--- src/hdl/lte_pkg.sv ---
package lte_pkg;

  localparam int unsigned PT_W      = 16;
  localparam int unsigned SUM_W     = 20;
  localparam int unsigned ETA_W     = 12;
  localparam int unsigned PHI_W     = 13;
  localparam int unsigned CHG_W     = 2;
  localparam int unsigned PROC_W    = 10;
  localparam int unsigned JCNT_W    = 8;
  localparam int unsigned CNT_W     = 2;
  localparam int unsigned CFG_IDX_W = 8;
  localparam int unsigned CFG_DAT_W = 16;

  // Reset values of the threshold registers, in 0.25 GeV units.
  localparam logic [PT_W-1:0] LEP_SEL_RST = 16'd60;
  localparam logic [PT_W-1:0] LEP_MIN_RST = 16'd80;
  localparam logic [PT_W-1:0] JET_MIN_RST = 16'd80;
  localparam logic [PT_W-1:0] TAU_MIN_RST = 16'd80;

  localparam logic [CFG_IDX_W-1:0] CFG_LEP_SEL = 8'd0;
  localparam logic [CFG_IDX_W-1:0] CFG_LEP_MIN = 8'd1;
  localparam logic [CFG_IDX_W-1:0] CFG_JET_MIN = 8'd2;
  localparam logic [CFG_IDX_W-1:0] CFG_TAU_MIN = 8'd3;

  typedef enum logic [2:0] {
    OP_START    = 3'd0,
    OP_ELECTRON = 3'd1,
    OP_MUON     = 3'd2,
    OP_JET      = 3'd3,
    OP_END      = 3'd4
  } op_e;

  typedef enum logic [2:0] {
    KIND_SUMMARY = 3'd0,
    KIND_LEPTON  = 3'd1,
    KIND_TAU     = 3'd2,
    KIND_LEAD    = 3'd3,
    KIND_SUB     = 3'd4
  } kind_e;

  typedef enum logic [2:0] {
    STG_NONE   = 3'd1,
    STG_LEPTON = 3'd2,
    STG_LEP_PT = 3'd3,
    STG_TAU    = 3'd4,
    STG_CHARGE = 3'd5,
    STG_PASS   = 3'd6
  } stage_e;

  typedef struct packed {
    logic [PT_W-1:0] lep_sel;
    logic [PT_W-1:0] lep_min;
    logic [PT_W-1:0] jet_min;
    logic [PT_W-1:0] tau_min;
  } cfg_t;

  typedef struct packed {
    logic [2:0]              operation;
    logic [PT_W-1:0]         pt;
    logic signed [ETA_W-1:0] eta;
    logic signed [PHI_W-1:0] phi;
    logic signed [CHG_W-1:0] charge;
    logic                    tau_tag;
    logic [PROC_W-1:0]       proc_num;
  } item_t;

  typedef struct packed {
    logic                    valid;
    logic [PT_W-1:0]         pt;
    logic signed [ETA_W-1:0] eta;
    logic signed [PHI_W-1:0] phi;
    logic signed [CHG_W-1:0] chg;
    logic                    ele;
  } obj_t;

  localparam obj_t OBJ_NONE = '0;

  // Everything the record sequencer needs from one finished event.
  typedef struct packed {
    logic               passed;
    logic [2:0]         stage;
    logic [JCNT_W-1:0]  jet_count;
    logic [SUM_W-1:0]   jet_sum;
    logic [PROC_W-1:0]  process;
    obj_t               lep;
    obj_t               tau;
    obj_t               lead;
    obj_t               sub;
  } snap_t;

  typedef struct packed {
    logic [2:0]              record_kind;
    logic                    valid_res;
    logic [SUM_W-1:0]        pt_value;
    logic signed [ETA_W-1:0] eta_value;
    logic signed [PHI_W-1:0] phi_value;
    logic signed [CHG_W-1:0] charge_value;
    logic                    lepton_is_electron;
    logic [JCNT_W-1:0]       jet_count;
    logic                    passed;
    logic [2:0]              cuts_passed;
    logic [PROC_W-1:0]       event_process;
    logic                    last_record;
  } rec_t;

endpackage

--- src/hdl/lte_item_if.sv ---
interface lte_item_if;
  logic              valid;
  logic              ready;
  logic [2:0]        operation;
  logic [15:0]       pt;
  logic signed [11:0] eta;
  logic signed [12:0] phi;
  logic signed [1:0] charge;
  logic              tau_tag;
  logic [9:0]        proc_num;

  modport source (
    output valid, operation, pt, eta, phi, charge, tau_tag, proc_num,
    input  ready
  );
  modport sink (
    input  valid, operation, pt, eta, phi, charge, tau_tag, proc_num,
    output ready
  );
endinterface

--- src/hdl/lte_rec_if.sv ---
interface lte_rec_if;
  logic               valid;
  logic               ready;
  logic [2:0]         record_kind;
  logic               valid_res;
  logic [19:0]        pt_value;
  logic signed [11:0] eta_value;
  logic signed [12:0] phi_value;
  logic signed [1:0]  charge_value;
  logic               lepton_is_electron;
  logic [7:0]         jet_count;
  logic               passed;
  logic [2:0]         cuts_passed;
  logic [9:0]         event_process;
  logic               last_record;

  modport source (
    output valid, record_kind, valid_res, pt_value, eta_value, phi_value, charge_value,
           lepton_is_electron, jet_count, passed, cuts_passed, event_process, last_record,
    input  ready
  );
  modport sink (
    input  valid, record_kind, valid_res, pt_value, eta_value, phi_value, charge_value,
           lepton_is_electron, jet_count, passed, cuts_passed, event_process, last_record,
    output ready
  );
endinterface

--- src/hdl/lte_cfg_if.sv ---
interface lte_cfg_if;
  logic        valid;
  logic        ready;
  logic [7:0]  index;
  logic [15:0] data;

  modport source (output valid, index, data, input ready);
  modport sink (input valid, index, data, output ready);
endinterface

--- src/hdl/lepton_tau_event_selector_core.sv ---
// Lepton plus hadronic-tau event selector. Items arrive on evt_i as start,
// electron, muon, jet and end beats, and the block accepts one beat per clock
// unless an end beat waits. Every beat is first captured in an input register,
// and the next cycle a single pass of logic folds it into the event state:
// leptons above the selection threshold, tau-tagged jets and the other jets
// (count, saturating pt sum and the two highest-pt jets). An end beat runs the
// cut chain in that same cycle and copies the event summary into a record
// buffer, clearing the event state so the next event can stream in immediately.
// The buffer then drives rec_o with one record per beat: just the summary for a
// failing event, or summary, lepton, tau, leading jet and subleading jet for a
// passing one, the last flagged with last_record. Object beats never wait on
// record output themselves; an end beat waits in the input register, holding
// back the beats behind it, until the final record of the previous event
// leaves, so back-to-back events sustain one beat per cycle as long as rec_o
// stays ready and each event has at least as many beats as the previous one
// emits records. Thresholds are written through cfg_i, index 0 to 3, and must
// only change while the block is idle.
module lepton_tau_event_selector_core import lte_pkg::*; (
  input logic        clk_i,
  input logic        rst_ni,
  lte_item_if.sink   evt_i,
  lte_rec_if.source  rec_o,
  lte_cfg_if.sink    cfg_i
);

  cfg_t  cfg_q;
  item_t item;
  snap_t snap;
  rec_t  rec;
  logic  emit_load;
  logic  emit_free;
  logic  rec_valid;

  // Threshold registers; writes to unknown indexes are accepted and dropped.
  assign cfg_i.ready = 1'b1;

  always_ff @(posedge clk_i or negedge rst_ni) begin
    if (!rst_ni) begin
      cfg_q.lep_sel <= LEP_SEL_RST;
      cfg_q.lep_min <= LEP_MIN_RST;
      cfg_q.jet_min <= JET_MIN_RST;
      cfg_q.tau_min <= TAU_MIN_RST;
    end else if (cfg_i.valid) begin
      case (cfg_i.index)
        CFG_LEP_SEL: cfg_q.lep_sel <= cfg_i.data;
        CFG_LEP_MIN: cfg_q.lep_min <= cfg_i.data;
        CFG_JET_MIN: cfg_q.jet_min <= cfg_i.data;
        CFG_TAU_MIN: cfg_q.tau_min <= cfg_i.data;
        default: begin
        end
      endcase
    end
  end

  always_comb begin
    item.operation = evt_i.operation;
    item.pt        = evt_i.pt;
    item.eta       = evt_i.eta;
    item.phi       = evt_i.phi;
    item.charge    = evt_i.charge;
    item.tau_tag   = evt_i.tau_tag;
    item.proc_num  = evt_i.proc_num;
  end

  lte_accum u_accum (
    .clk_i        (clk_i),
    .rst_ni       (rst_ni),
    .item_valid_i (evt_i.valid),
    .item_ready_o (evt_i.ready),
    .item_i       (item),
    .cfg_i        (cfg_q),
    .emit_free_i  (emit_free),
    .load_o       (emit_load),
    .snap_o       (snap)
  );

  lte_emit u_emit (
    .clk_i       (clk_i),
    .rst_ni      (rst_ni),
    .load_i      (emit_load),
    .snap_i      (snap),
    .emit_free_o (emit_free),
    .rec_valid_o (rec_valid),
    .rec_ready_i (rec_o.ready),
    .rec_o       (rec)
  );

  assign rec_o.valid              = rec_valid;
  assign rec_o.record_kind        = rec.record_kind;
  assign rec_o.valid_res          = rec.valid_res;
  assign rec_o.pt_value           = rec.pt_value;
  assign rec_o.eta_value          = rec.eta_value;
  assign rec_o.phi_value          = rec.phi_value;
  assign rec_o.charge_value       = rec.charge_value;
  assign rec_o.lepton_is_electron = rec.lepton_is_electron;
  assign rec_o.jet_count          = rec.jet_count;
  assign rec_o.passed             = rec.passed;
  assign rec_o.cuts_passed        = rec.cuts_passed;
  assign rec_o.event_process      = rec.event_process;
  assign rec_o.last_record        = rec.last_record;

  // A new event summary only enters the buffer once the previous one is done.
  assert property (@(posedge clk_i) disable iff (!rst_ni)
    emit_load |-> emit_free)
    else $error("record buffer overwritten while busy");

  // A failing event produces exactly one record.
  assert property (@(posedge clk_i) disable iff (!rst_ni)
    (rec_valid && !rec.passed) |-> rec.last_record)
    else $error("failing event emitted more than one record");

  // Within a passing event the record kinds follow one another without gaps.
  assert property (@(posedge clk_i) disable iff (!rst_ni)
    (rec_valid && rec_o.ready && !rec.last_record) |=>
      (rec_valid && (rec.record_kind == $past(rec.record_kind) + 3'd1)))
    else $error("record sequence broken");

  // The pass flag and the deepest stage agree.
  assert property (@(posedge clk_i) disable iff (!rst_ni)
    rec_valid |-> (rec.passed == (rec.cuts_passed == STG_PASS)))
    else $error("pass flag disagrees with cut stage");

endmodule

--- src/hdl/lte_accum.sv ---
module lte_accum import lte_pkg::*; (
  input  logic  clk_i,
  input  logic  rst_ni,
  input  logic  item_valid_i,
  output logic  item_ready_o,
  input  item_t item_i,
  input  cfg_t  cfg_i,
  input  logic  emit_free_i,
  output logic  load_o,
  output snap_t snap_o
);

  logic              vld_q;
  item_t             item_q;
  logic              proc_fire;
  op_e               op;

  logic [CNT_W-1:0]  ele_cnt_q, ele_cnt_d;
  logic [CNT_W-1:0]  mu_cnt_q, mu_cnt_d;
  logic [CNT_W-1:0]  tau_cnt_q, tau_cnt_d;
  obj_t              lep_q, lep_d;
  obj_t              tau_q, tau_d;
  obj_t              lead_q, lead_d;
  obj_t              sub_q, sub_d;
  logic [JCNT_W-1:0] jcnt_q, jcnt_d;
  logic [SUM_W-1:0]  jsum_q, jsum_d;
  logic [PROC_W-1:0] proc_q, proc_d;

  obj_t              new_obj;
  logic [SUM_W:0]    sum_ext;
  logic [2:0]        chg_sum;
  stage_e            stage;

  assign op           = op_e'(item_q.operation);
  assign proc_fire    = vld_q && ((op != OP_END) || emit_free_i);
  assign item_ready_o = !vld_q || proc_fire;
  assign load_o       = proc_fire && (op == OP_END);

  always_comb begin
    new_obj.valid = 1'b1;
    new_obj.pt    = item_q.pt;
    new_obj.eta   = item_q.eta;
    new_obj.phi   = item_q.phi;
    new_obj.chg   = item_q.charge;
    new_obj.ele   = (op == OP_ELECTRON);
  end

  assign sum_ext = {1'b0, jsum_q} + (SUM_W+1)'(item_q.pt);

  always_comb begin
    ele_cnt_d = ele_cnt_q;
    mu_cnt_d  = mu_cnt_q;
    tau_cnt_d = tau_cnt_q;
    lep_d     = lep_q;
    tau_d     = tau_q;
    lead_d    = lead_q;
    sub_d     = sub_q;
    jcnt_d    = jcnt_q;
    jsum_d    = jsum_q;
    proc_d    = proc_q;
    if (proc_fire) begin
      case (op)
        OP_START, OP_END: begin
          ele_cnt_d = '0;
          mu_cnt_d  = '0;
          tau_cnt_d = '0;
          lep_d     = OBJ_NONE;
          tau_d     = OBJ_NONE;
          lead_d    = OBJ_NONE;
          sub_d     = OBJ_NONE;
          jcnt_d    = '0;
          jsum_d    = '0;
          if (op == OP_START) begin
            proc_d = item_q.proc_num;
          end
        end
        OP_ELECTRON, OP_MUON: begin
          if (item_q.pt > cfg_i.lep_sel) begin
            if (op == OP_ELECTRON) begin
              if (ele_cnt_q != '1) ele_cnt_d = ele_cnt_q + 1'b1;
            end else begin
              if (mu_cnt_q != '1) mu_cnt_d = mu_cnt_q + 1'b1;
            end
            lep_d = new_obj;
          end
        end
        OP_JET: begin
          if (item_q.pt >= cfg_i.jet_min) begin
            if (item_q.tau_tag) begin
              if (tau_cnt_q != '1) tau_cnt_d = tau_cnt_q + 1'b1;
              tau_d = new_obj;
            end else begin
              if (jcnt_q != '1) jcnt_d = jcnt_q + 1'b1;
              jsum_d = sum_ext[SUM_W] ? '1 : sum_ext[SUM_W-1:0];
              if (!lead_q.valid || (item_q.pt > lead_q.pt)) begin
                sub_d  = lead_q;
                lead_d = new_obj;
              end else if (!sub_q.valid || (item_q.pt > sub_q.pt)) begin
                sub_d = new_obj;
              end
            end
          end
        end
        default: begin
          // Unused operation codes leave the event untouched.
        end
      endcase
    end
  end

  // Cut chain over the accumulated event.
  assign chg_sum = {lep_q.chg[1], lep_q.chg} + {tau_q.chg[1], tau_q.chg};

  always_comb begin
    stage = STG_NONE;
    if ((ele_cnt_q <= 2'd1) && (mu_cnt_q <= 2'd1) && (ele_cnt_q != mu_cnt_q)) begin
      stage = STG_LEPTON;
      if (lep_q.pt >= cfg_i.lep_min) begin
        stage = STG_LEP_PT;
        if (tau_cnt_q == 2'd1) begin
          stage = STG_TAU;
          if (chg_sum == 3'd0) begin
            stage = STG_CHARGE;
            if (tau_q.pt >= cfg_i.tau_min) stage = STG_PASS;
          end
        end
      end
    end
  end

  always_comb begin
    snap_o.passed    = (stage == STG_PASS);
    snap_o.stage     = stage;
    snap_o.jet_count = jcnt_q;
    snap_o.jet_sum   = jsum_q;
    snap_o.process   = proc_q;
    snap_o.lep       = lep_q;
    snap_o.tau       = tau_q;
    snap_o.lead      = lead_q;
    snap_o.sub       = sub_q;
  end

  always_ff @(posedge clk_i) begin
    if (item_ready_o) begin
      item_q <= item_i;
    end
  end

  always_ff @(posedge clk_i or negedge rst_ni) begin
    if (!rst_ni) begin
      vld_q     <= 1'b0;
      ele_cnt_q <= '0;
      mu_cnt_q  <= '0;
      tau_cnt_q <= '0;
      lep_q     <= OBJ_NONE;
      tau_q     <= OBJ_NONE;
      lead_q    <= OBJ_NONE;
      sub_q     <= OBJ_NONE;
      jcnt_q    <= '0;
      jsum_q    <= '0;
      proc_q    <= '0;
    end else begin
      if (item_ready_o) vld_q <= item_valid_i;
      ele_cnt_q <= ele_cnt_d;
      mu_cnt_q  <= mu_cnt_d;
      tau_cnt_q <= tau_cnt_d;
      lep_q     <= lep_d;
      tau_q     <= tau_d;
      lead_q    <= lead_d;
      sub_q     <= sub_d;
      jcnt_q    <= jcnt_d;
      jsum_q    <= jsum_d;
      proc_q    <= proc_d;
    end
  end

endmodule

--- src/hdl/lte_emit.sv ---
module lte_emit import lte_pkg::*; (
  input  logic  clk_i,
  input  logic  rst_ni,
  input  logic  load_i,
  input  snap_t snap_i,
  output logic  emit_free_o,
  output logic  rec_valid_o,
  input  logic  rec_ready_i,
  output rec_t  rec_o
);

  snap_t snap_q;
  logic  busy_q;
  kind_e idx_q;
  logic  fire;
  logic  last;
  obj_t  obj;

  assign last        = !snap_q.passed || (idx_q == KIND_SUB);
  assign fire        = busy_q && rec_ready_i;
  assign emit_free_o = !busy_q || (fire && last);
  assign rec_valid_o = busy_q;

  always_comb begin
    case (idx_q)
      KIND_LEPTON: obj = snap_q.lep;
      KIND_TAU:    obj = snap_q.tau;
      KIND_LEAD:   obj = snap_q.lead;
      KIND_SUB:    obj = snap_q.sub;
      default:     obj = OBJ_NONE;
    endcase
    // Lepton and tau records exist only for passing events, where both are real.
    if ((idx_q == KIND_LEPTON) || (idx_q == KIND_TAU)) begin
      obj.valid = 1'b1;
    end
  end

  always_comb begin
    rec_o.record_kind        = idx_q;
    rec_o.valid_res          = obj.valid;
    rec_o.pt_value           = (idx_q == KIND_SUMMARY) ? snap_q.jet_sum :
                               (obj.valid ? SUM_W'(obj.pt) : '0);
    rec_o.eta_value          = obj.valid ? obj.eta : '0;
    rec_o.phi_value          = obj.valid ? obj.phi : '0;
    rec_o.charge_value       = obj.valid ? obj.chg : '0;
    rec_o.lepton_is_electron = (idx_q == KIND_LEPTON) && obj.ele;
    rec_o.jet_count          = snap_q.jet_count;
    rec_o.passed             = snap_q.passed;
    rec_o.cuts_passed        = snap_q.stage;
    rec_o.event_process      = snap_q.process;
    rec_o.last_record        = last;
  end

  always_ff @(posedge clk_i) begin
    if (load_i) begin
      snap_q <= snap_i;
    end
  end

  always_ff @(posedge clk_i or negedge rst_ni) begin
    if (!rst_ni) begin
      busy_q <= 1'b0;
      idx_q  <= KIND_SUMMARY;
    end else if (load_i) begin
      busy_q <= 1'b1;
      idx_q  <= KIND_SUMMARY;
    end else if (fire) begin
      if (last) begin
        busy_q <= 1'b0;
      end else begin
        idx_q <= kind_e'(idx_q + 3'd1);
      end
    end
  end

endmodule

--- src/flat_wrapper.sv ---
// flat-port wrapper written by rule: the top's interface ports become plain ports
module lepton_tau_event_selector_core_flat import lte_pkg::*;
  (clk_i, rst_ni, evt_i_valid, evt_i_operation, evt_i_pt, evt_i_eta, evt_i_phi, evt_i_charge, evt_i_tau_tag, evt_i_proc_num, evt_i_ready, rec_o_valid, rec_o_record_kind, rec_o_valid_res, rec_o_pt_value, rec_o_eta_value, rec_o_phi_value, rec_o_charge_value, rec_o_lepton_is_electron, rec_o_jet_count, rec_o_passed, rec_o_cuts_passed, rec_o_event_process, rec_o_last_record, rec_o_ready, cfg_i_valid, cfg_i_index, cfg_i_data, cfg_i_ready);
  lte_item_if evt_i_i ();
  lte_rec_if rec_o_i ();
  lte_cfg_if cfg_i_i ();
  input logic clk_i;
  input logic rst_ni;
  input wire logic [$bits(evt_i_i.valid)-1:0] evt_i_valid;
  input wire logic [$bits(evt_i_i.operation)-1:0] evt_i_operation;
  input wire logic [$bits(evt_i_i.pt)-1:0] evt_i_pt;
  input wire logic [$bits(evt_i_i.eta)-1:0] evt_i_eta;
  input wire logic [$bits(evt_i_i.phi)-1:0] evt_i_phi;
  input wire logic [$bits(evt_i_i.charge)-1:0] evt_i_charge;
  input wire logic [$bits(evt_i_i.tau_tag)-1:0] evt_i_tau_tag;
  input wire logic [$bits(evt_i_i.proc_num)-1:0] evt_i_proc_num;
  output wire logic [$bits(evt_i_i.ready)-1:0] evt_i_ready;
  output wire logic [$bits(rec_o_i.valid)-1:0] rec_o_valid;
  output wire logic [$bits(rec_o_i.record_kind)-1:0] rec_o_record_kind;
  output wire logic [$bits(rec_o_i.valid_res)-1:0] rec_o_valid_res;
  output wire logic [$bits(rec_o_i.pt_value)-1:0] rec_o_pt_value;
  output wire logic [$bits(rec_o_i.eta_value)-1:0] rec_o_eta_value;
  output wire logic [$bits(rec_o_i.phi_value)-1:0] rec_o_phi_value;
  output wire logic [$bits(rec_o_i.charge_value)-1:0] rec_o_charge_value;
  output wire logic [$bits(rec_o_i.lepton_is_electron)-1:0] rec_o_lepton_is_electron;
  output wire logic [$bits(rec_o_i.jet_count)-1:0] rec_o_jet_count;
  output wire logic [$bits(rec_o_i.passed)-1:0] rec_o_passed;
  output wire logic [$bits(rec_o_i.cuts_passed)-1:0] rec_o_cuts_passed;
  output wire logic [$bits(rec_o_i.event_process)-1:0] rec_o_event_process;
  output wire logic [$bits(rec_o_i.last_record)-1:0] rec_o_last_record;
  input wire logic [$bits(rec_o_i.ready)-1:0] rec_o_ready;
  input wire logic [$bits(cfg_i_i.valid)-1:0] cfg_i_valid;
  input wire logic [$bits(cfg_i_i.index)-1:0] cfg_i_index;
  input wire logic [$bits(cfg_i_i.data)-1:0] cfg_i_data;
  output wire logic [$bits(cfg_i_i.ready)-1:0] cfg_i_ready;
  assign evt_i_i.valid = evt_i_valid;
  assign evt_i_i.operation = evt_i_operation;
  assign evt_i_i.pt = evt_i_pt;
  assign evt_i_i.eta = evt_i_eta;
  assign evt_i_i.phi = evt_i_phi;
  assign evt_i_i.charge = evt_i_charge;
  assign evt_i_i.tau_tag = evt_i_tau_tag;
  assign evt_i_i.proc_num = evt_i_proc_num;
  assign evt_i_ready = evt_i_i.ready;
  assign rec_o_valid = rec_o_i.valid;
  assign rec_o_record_kind = rec_o_i.record_kind;
  assign rec_o_valid_res = rec_o_i.valid_res;
  assign rec_o_pt_value = rec_o_i.pt_value;
  assign rec_o_eta_value = rec_o_i.eta_value;
  assign rec_o_phi_value = rec_o_i.phi_value;
  assign rec_o_charge_value = rec_o_i.charge_value;
  assign rec_o_lepton_is_electron = rec_o_i.lepton_is_electron;
  assign rec_o_jet_count = rec_o_i.jet_count;
  assign rec_o_passed = rec_o_i.passed;
  assign rec_o_cuts_passed = rec_o_i.cuts_passed;
  assign rec_o_event_process = rec_o_i.event_process;
  assign rec_o_last_record = rec_o_i.last_record;
  assign rec_o_i.ready = rec_o_ready;
  assign cfg_i_i.valid = cfg_i_valid;
  assign cfg_i_i.index = cfg_i_index;
  assign cfg_i_i.data = cfg_i_data;
  assign cfg_i_ready = cfg_i_i.ready;
  lepton_tau_event_selector_core u_core (.clk_i(clk_i), .rst_ni(rst_ni), .evt_i(evt_i_i), .rec_o(rec_o_i), .cfg_i(cfg_i_i));
endmodule
--- config.mk ---
export PLATFORM = sky130hd
export DESIGN_NAME = lepton_tau_event_selector_core_flat
export DESIGN_NICKNAME = d
export VERILOG_FILES = /design/src/hdl/lte_pkg.sv /design/src/hdl/lte_item_if.sv /design/src/hdl/lte_rec_if.sv /design/src/hdl/lte_cfg_if.sv /design/src/hdl/lepton_tau_event_selector_core.sv /design/src/hdl/lte_accum.sv /design/src/hdl/lte_emit.sv /design/src/flat_wrapper.sv
export SDC_FILE = /design/constraint.sdc
export NUM_CORES = 1
export LEC_CHECK = 0
export BUFFER_PORTS_ARGS = -buffer_cell sky130_fd_sc_hd__buf_4
export CAP_MARGIN = 0
export CORE_ASPECT_RATIO = 0.8
export CORE_UTILIZATION = 35
export CTS_CLUSTER_DIAMETER = 120
export DETAILED_ROUTE_END_ITERATION = 8
export PLACE_DENSITY = 0.53
export SYNTH_ARGS = -nofsm -noshare
export SYNTH_HDL_FRONTEND = slang
export SYNTH_SLANG_ARGS = --single-unit
--- constraint.sdc ---
create_clock -name clk_i -period 13.75 [get_ports clk_i]
set_input_delay 0.6875 -clock clk_i [delete_from_list [all_inputs] [get_ports clk_i]]
set_output_delay 0.6875 -clock clk_i [all_outputs]
set_load 0.005 [all_outputs]
==> impl_metrics.toml <==
[worst_setup_path]
start_kind = "flop"
critPathMaxFanout = 45
crit_type = "flop to primary output"
crit_slowest_cell = "a21oi_4"
cpPeakStageDelay_ps = 600
crit_path_cell_trace = "inv_1, ha_1, nor2b_4, buf_4, a211o_1, a21oi_4, buf_4, a211oi_1, a21o_1, buf_4"
worstPathArrival_ps = 3980
cpMostUsedCell = "buf_4"
cp.required_ps = 13060
cp-end-kind = "primary output"

[cells_and_area]
drive_gt1_share_pct = 19.74
final.fill_count = 6543
multi_input_area_um2 = 8439
nets = 2301
diodes = 0
design_area_um2 = 29190
regArea_um2 = 15560
syn_to_final_growth_pct = 16.57

[grt]
track_usage_pct = 19.74
gr-total-overflow = 0
grt_pass1_vias = 16570
antenna_found_initial = 2
grt_pass1_wl_um = 107300
grt_max_degree = 105

[synth]
syn_area_per_cell_um2 = 12.80
synth_warnings = 0
synth_seq_cells = 566
synthesis.area_um2 = 25050
synthCells = 1957
synth_cell_type_count = 69
async_flop_share_pct = 51.24
synthFlopType = "dfrtp_1"
synth_edf_count = 276
synth_seq_area_share_pct = 62.12
synth_nets = 2171

[routing]
remaining_drc_errors = 7
detail-route-antenna-nets = 0
firstDrtPassIters = 7
detail_route.wl_per_cell_um = 23.32
via_per_inst = 5.415
finalWirelength_um = 71650
num_vias = 16630
drtIter0Drc = 1519

[floorplanning]
die_w_um = 301.1
dieArea_um2 = 72640
core-area_um2 = 70650
die_h_um = 241.3
io_pins = 164
start_util_pct = 35.45
rows = 87

[timing]
fin_skew_ps = 22.42
relSlewSlack_pct = 28.77
setup_viol = 0
slew_violations = 0
hold_viol = 0
rsz0062_at_grt = "no"
min_period_ps = 4670
fmax_mhz = 214.2
tns_ps = 0
post-route-period-util_pct = 33.96
worstMarginPinSlew_ps = 1065

[job]
cap_viol_max_count = 0

[placement]
portBuffers = 162
placed_cell_area_um2 = 27170
gp_congestion = 0.9014
hpwl_um = 46110

[clock_network]
postCtsSetupRepairBufs = 0
clkSlewWorstSetupHoldPaths_ps = 60
numCtsBuffers = 59
htree_levels = 2
clock-sinks = 566
ctsRootBufferMaster = "clkbuf_16"
clockBufferDepth = 3
clock_latency_ps = 640
cts_tree = "done"
cts_resized = 0
holdBufCountCts = 0

[power]
power_density_nw_per_um2 = 159.9
vdd_drop_max_uv = 105.8
leakage_nw = 12.07

[outcome]
status = "finished, violations left"
violations = "design-rule violations"

[hold_path]
hold_class = "input port to async pin"
-- metrics by stage --
stage	util, %	setup slack, ps	std cells	power (mW)	hold WS, ps
floorplan	-	2222	1957	2.529	391.9
detailed placement	38.46	9359	2960	3.026	426.3
global placement	38.46	9458	2960	3.011	426.1
finish	41.32	9080	3072	4.668	146.8
CTS	41.32	9045	3072	4.716	152.8
global route	41.32	8881	3072	4.874	185.8
-- Yosys cell counts (14+ instances only) --
| library cell | number | area share (%) |
|---|---|---|
| a21o_1 | 54 | 1.6 |
| nand4_1 | 21 | 0.52 |
| nand2_1 | 158 | 2.4 |
| buf_2 | 14 | 0.28 |
| buf_4 | 22 | 0.66 |
| inv_1 | 146 | 2.2 |
| clkbuf_1 | 81 | 1.2 |
| dfrtp_1 | 280 | 28 |
| o21ai_1 | 54 | 1.1 |
| a22oi_1 | 88 | 2.6 |
| a32oi_2 | 40 | 2.6 |
| a22o_1 | 92 | 3.2 |
| o21ai_0 | 143 | 2.9 |
| a211oi_1 | 25 | 0.75 |
| ha_1 | 125 | 6.2 |
| nor2_1 | 32 | 0.48 |
| edfxtp_1 | 276 | 33 |
| mux2_2 | 59 | 2.7 |
| a21oi_1 | 69 | 1.4 |
-- power by group --
part           internal [mW]  switching (mW)  leakage, nW  total, mW
logic                  0.371           0.601         4.65      0.972
registers               1.92          0.0992         6.43       2.02
clock network          0.987           0.693        0.995       1.68
total                   3.27            1.39         12.1       4.67
-- worst paths after layout --
path	from	endpoint	slack (ps)	depth (start not counted)
max in group asynchronous	rst_ni	u_core.u_accum.snap_o[40]	12030	2
setup / recovery	u_core.u_emit.idx_q[0]	rec_o_pt_value[10]	9080	10
hold / removal	rst_ni	u_core.cfg_q[34]	150	1
setup reg to reg	u_core.u_accum.item_q[51]	u_core.u_accum.snap_o[42]	9310	10
min in group clk_i	evt_i_phi[11]	u_core.u_accum.item_q[24]	220	1
hold reg to reg	u_core.u_accum.snap_o[22]	u_core.u_emit.snap_q[22]	430	0
-- sequential cells by signal, summed over array words and instances (netlist names) --
| name | count |
|---|---|
| u_core.u_emit.snap_q | 197 |
| u_core.u_accum.op | 3 |
| u_core.u_emit.idx_q | 3 |
| u_core.u_accum.vld_q | 1 |
| u_core.cfg_q | 64 |
| u_core.u_accum.ele_cnt_q | 2 |
| u_core.u_accum.proc_q | 10 |
| u_core.u_accum.jsum_q | 20 |
| u_core.u_emit.rec_valid_o | 1 |
| u_core.u_accum.jcnt_q | 8 |
| u_core.u_accum.tau_cnt_q | 2 |
| u_core.u_accum.item_q | 54 |
| u_core.u_accum.mu_cnt_q | 2 |
| u_core.u_accum.snap_o | 177 |
| u_core.u_emit.rec_o | 22 |
-- kinds of logic (layout without fill, tap and decap cells) --
kind of cell / after synthesis / in the layout / share of synthesized area, %
DFF: 566 / 566 / 62.12
other: 1 / 1 / 0.01497
AOI/OAI and AO/OA: 622 / 622 / 17.99
and+or+nand+nor: 294 / 294 / 5.495
muxes: 61 / 61 / 2.743
buffers and inverters: 270 / 451 / 4.626
xor gates and xnor gates: 15 / 15 / 0.5245
adders and majority gates: 128 / 128 / 6.484
-- layout make-up --
cell class              instances  area share, %
flip-flops and latches        566          53.29
inverters                     146          1.877
repair buffers                193          4.989
well taps                     934          4.003
multi-input cells            1121          28.91
clock inverters                33          1.483
clock buffers                  79          5.452
-- per-layer routing --
metal  track usage, %  up-vias  share of wire (%)
li1                 -     7494                  -
met2            28.68      569                 43
met1            30.41     8482                 49
met3            2.959       87                6.1
met5                0        -              0.021
met4            5.291        2                2.0
-- worst max-delay path, delay by kind of cell, from the launching register on --
kind / cells / cell delay (ps)
buffers and inverters: 4 / 1180
adders and majority gates: 1 / 210
DFF: 1 / 440
AOI/OAI and AO/OA: 4 / 1340
and+or+nand+nor: 1 / 130
-- layout by cell type (no fill, tap or decap), drive strengths merged, types with 21 or more instances in the layout --
| cell | instances |
|---|---|
| nand2 | 158 |
| nor2 | 33 |
| a21o | 54 |
| o21ai | 197 |
| mux2 | 61 |
| dfrtp | 280 |
| clkbuf | 79 |
| edfxtp | 276 |
| inv | 151 |
| ha | 125 |
| nand4 | 21 |
| a22o | 92 |
| a211oi | 25 |
| a22oi | 88 |
| buf | 193 |
| a32oi | 43 |
| a21oi | 70 |
(Power assumes the default switching activity.)
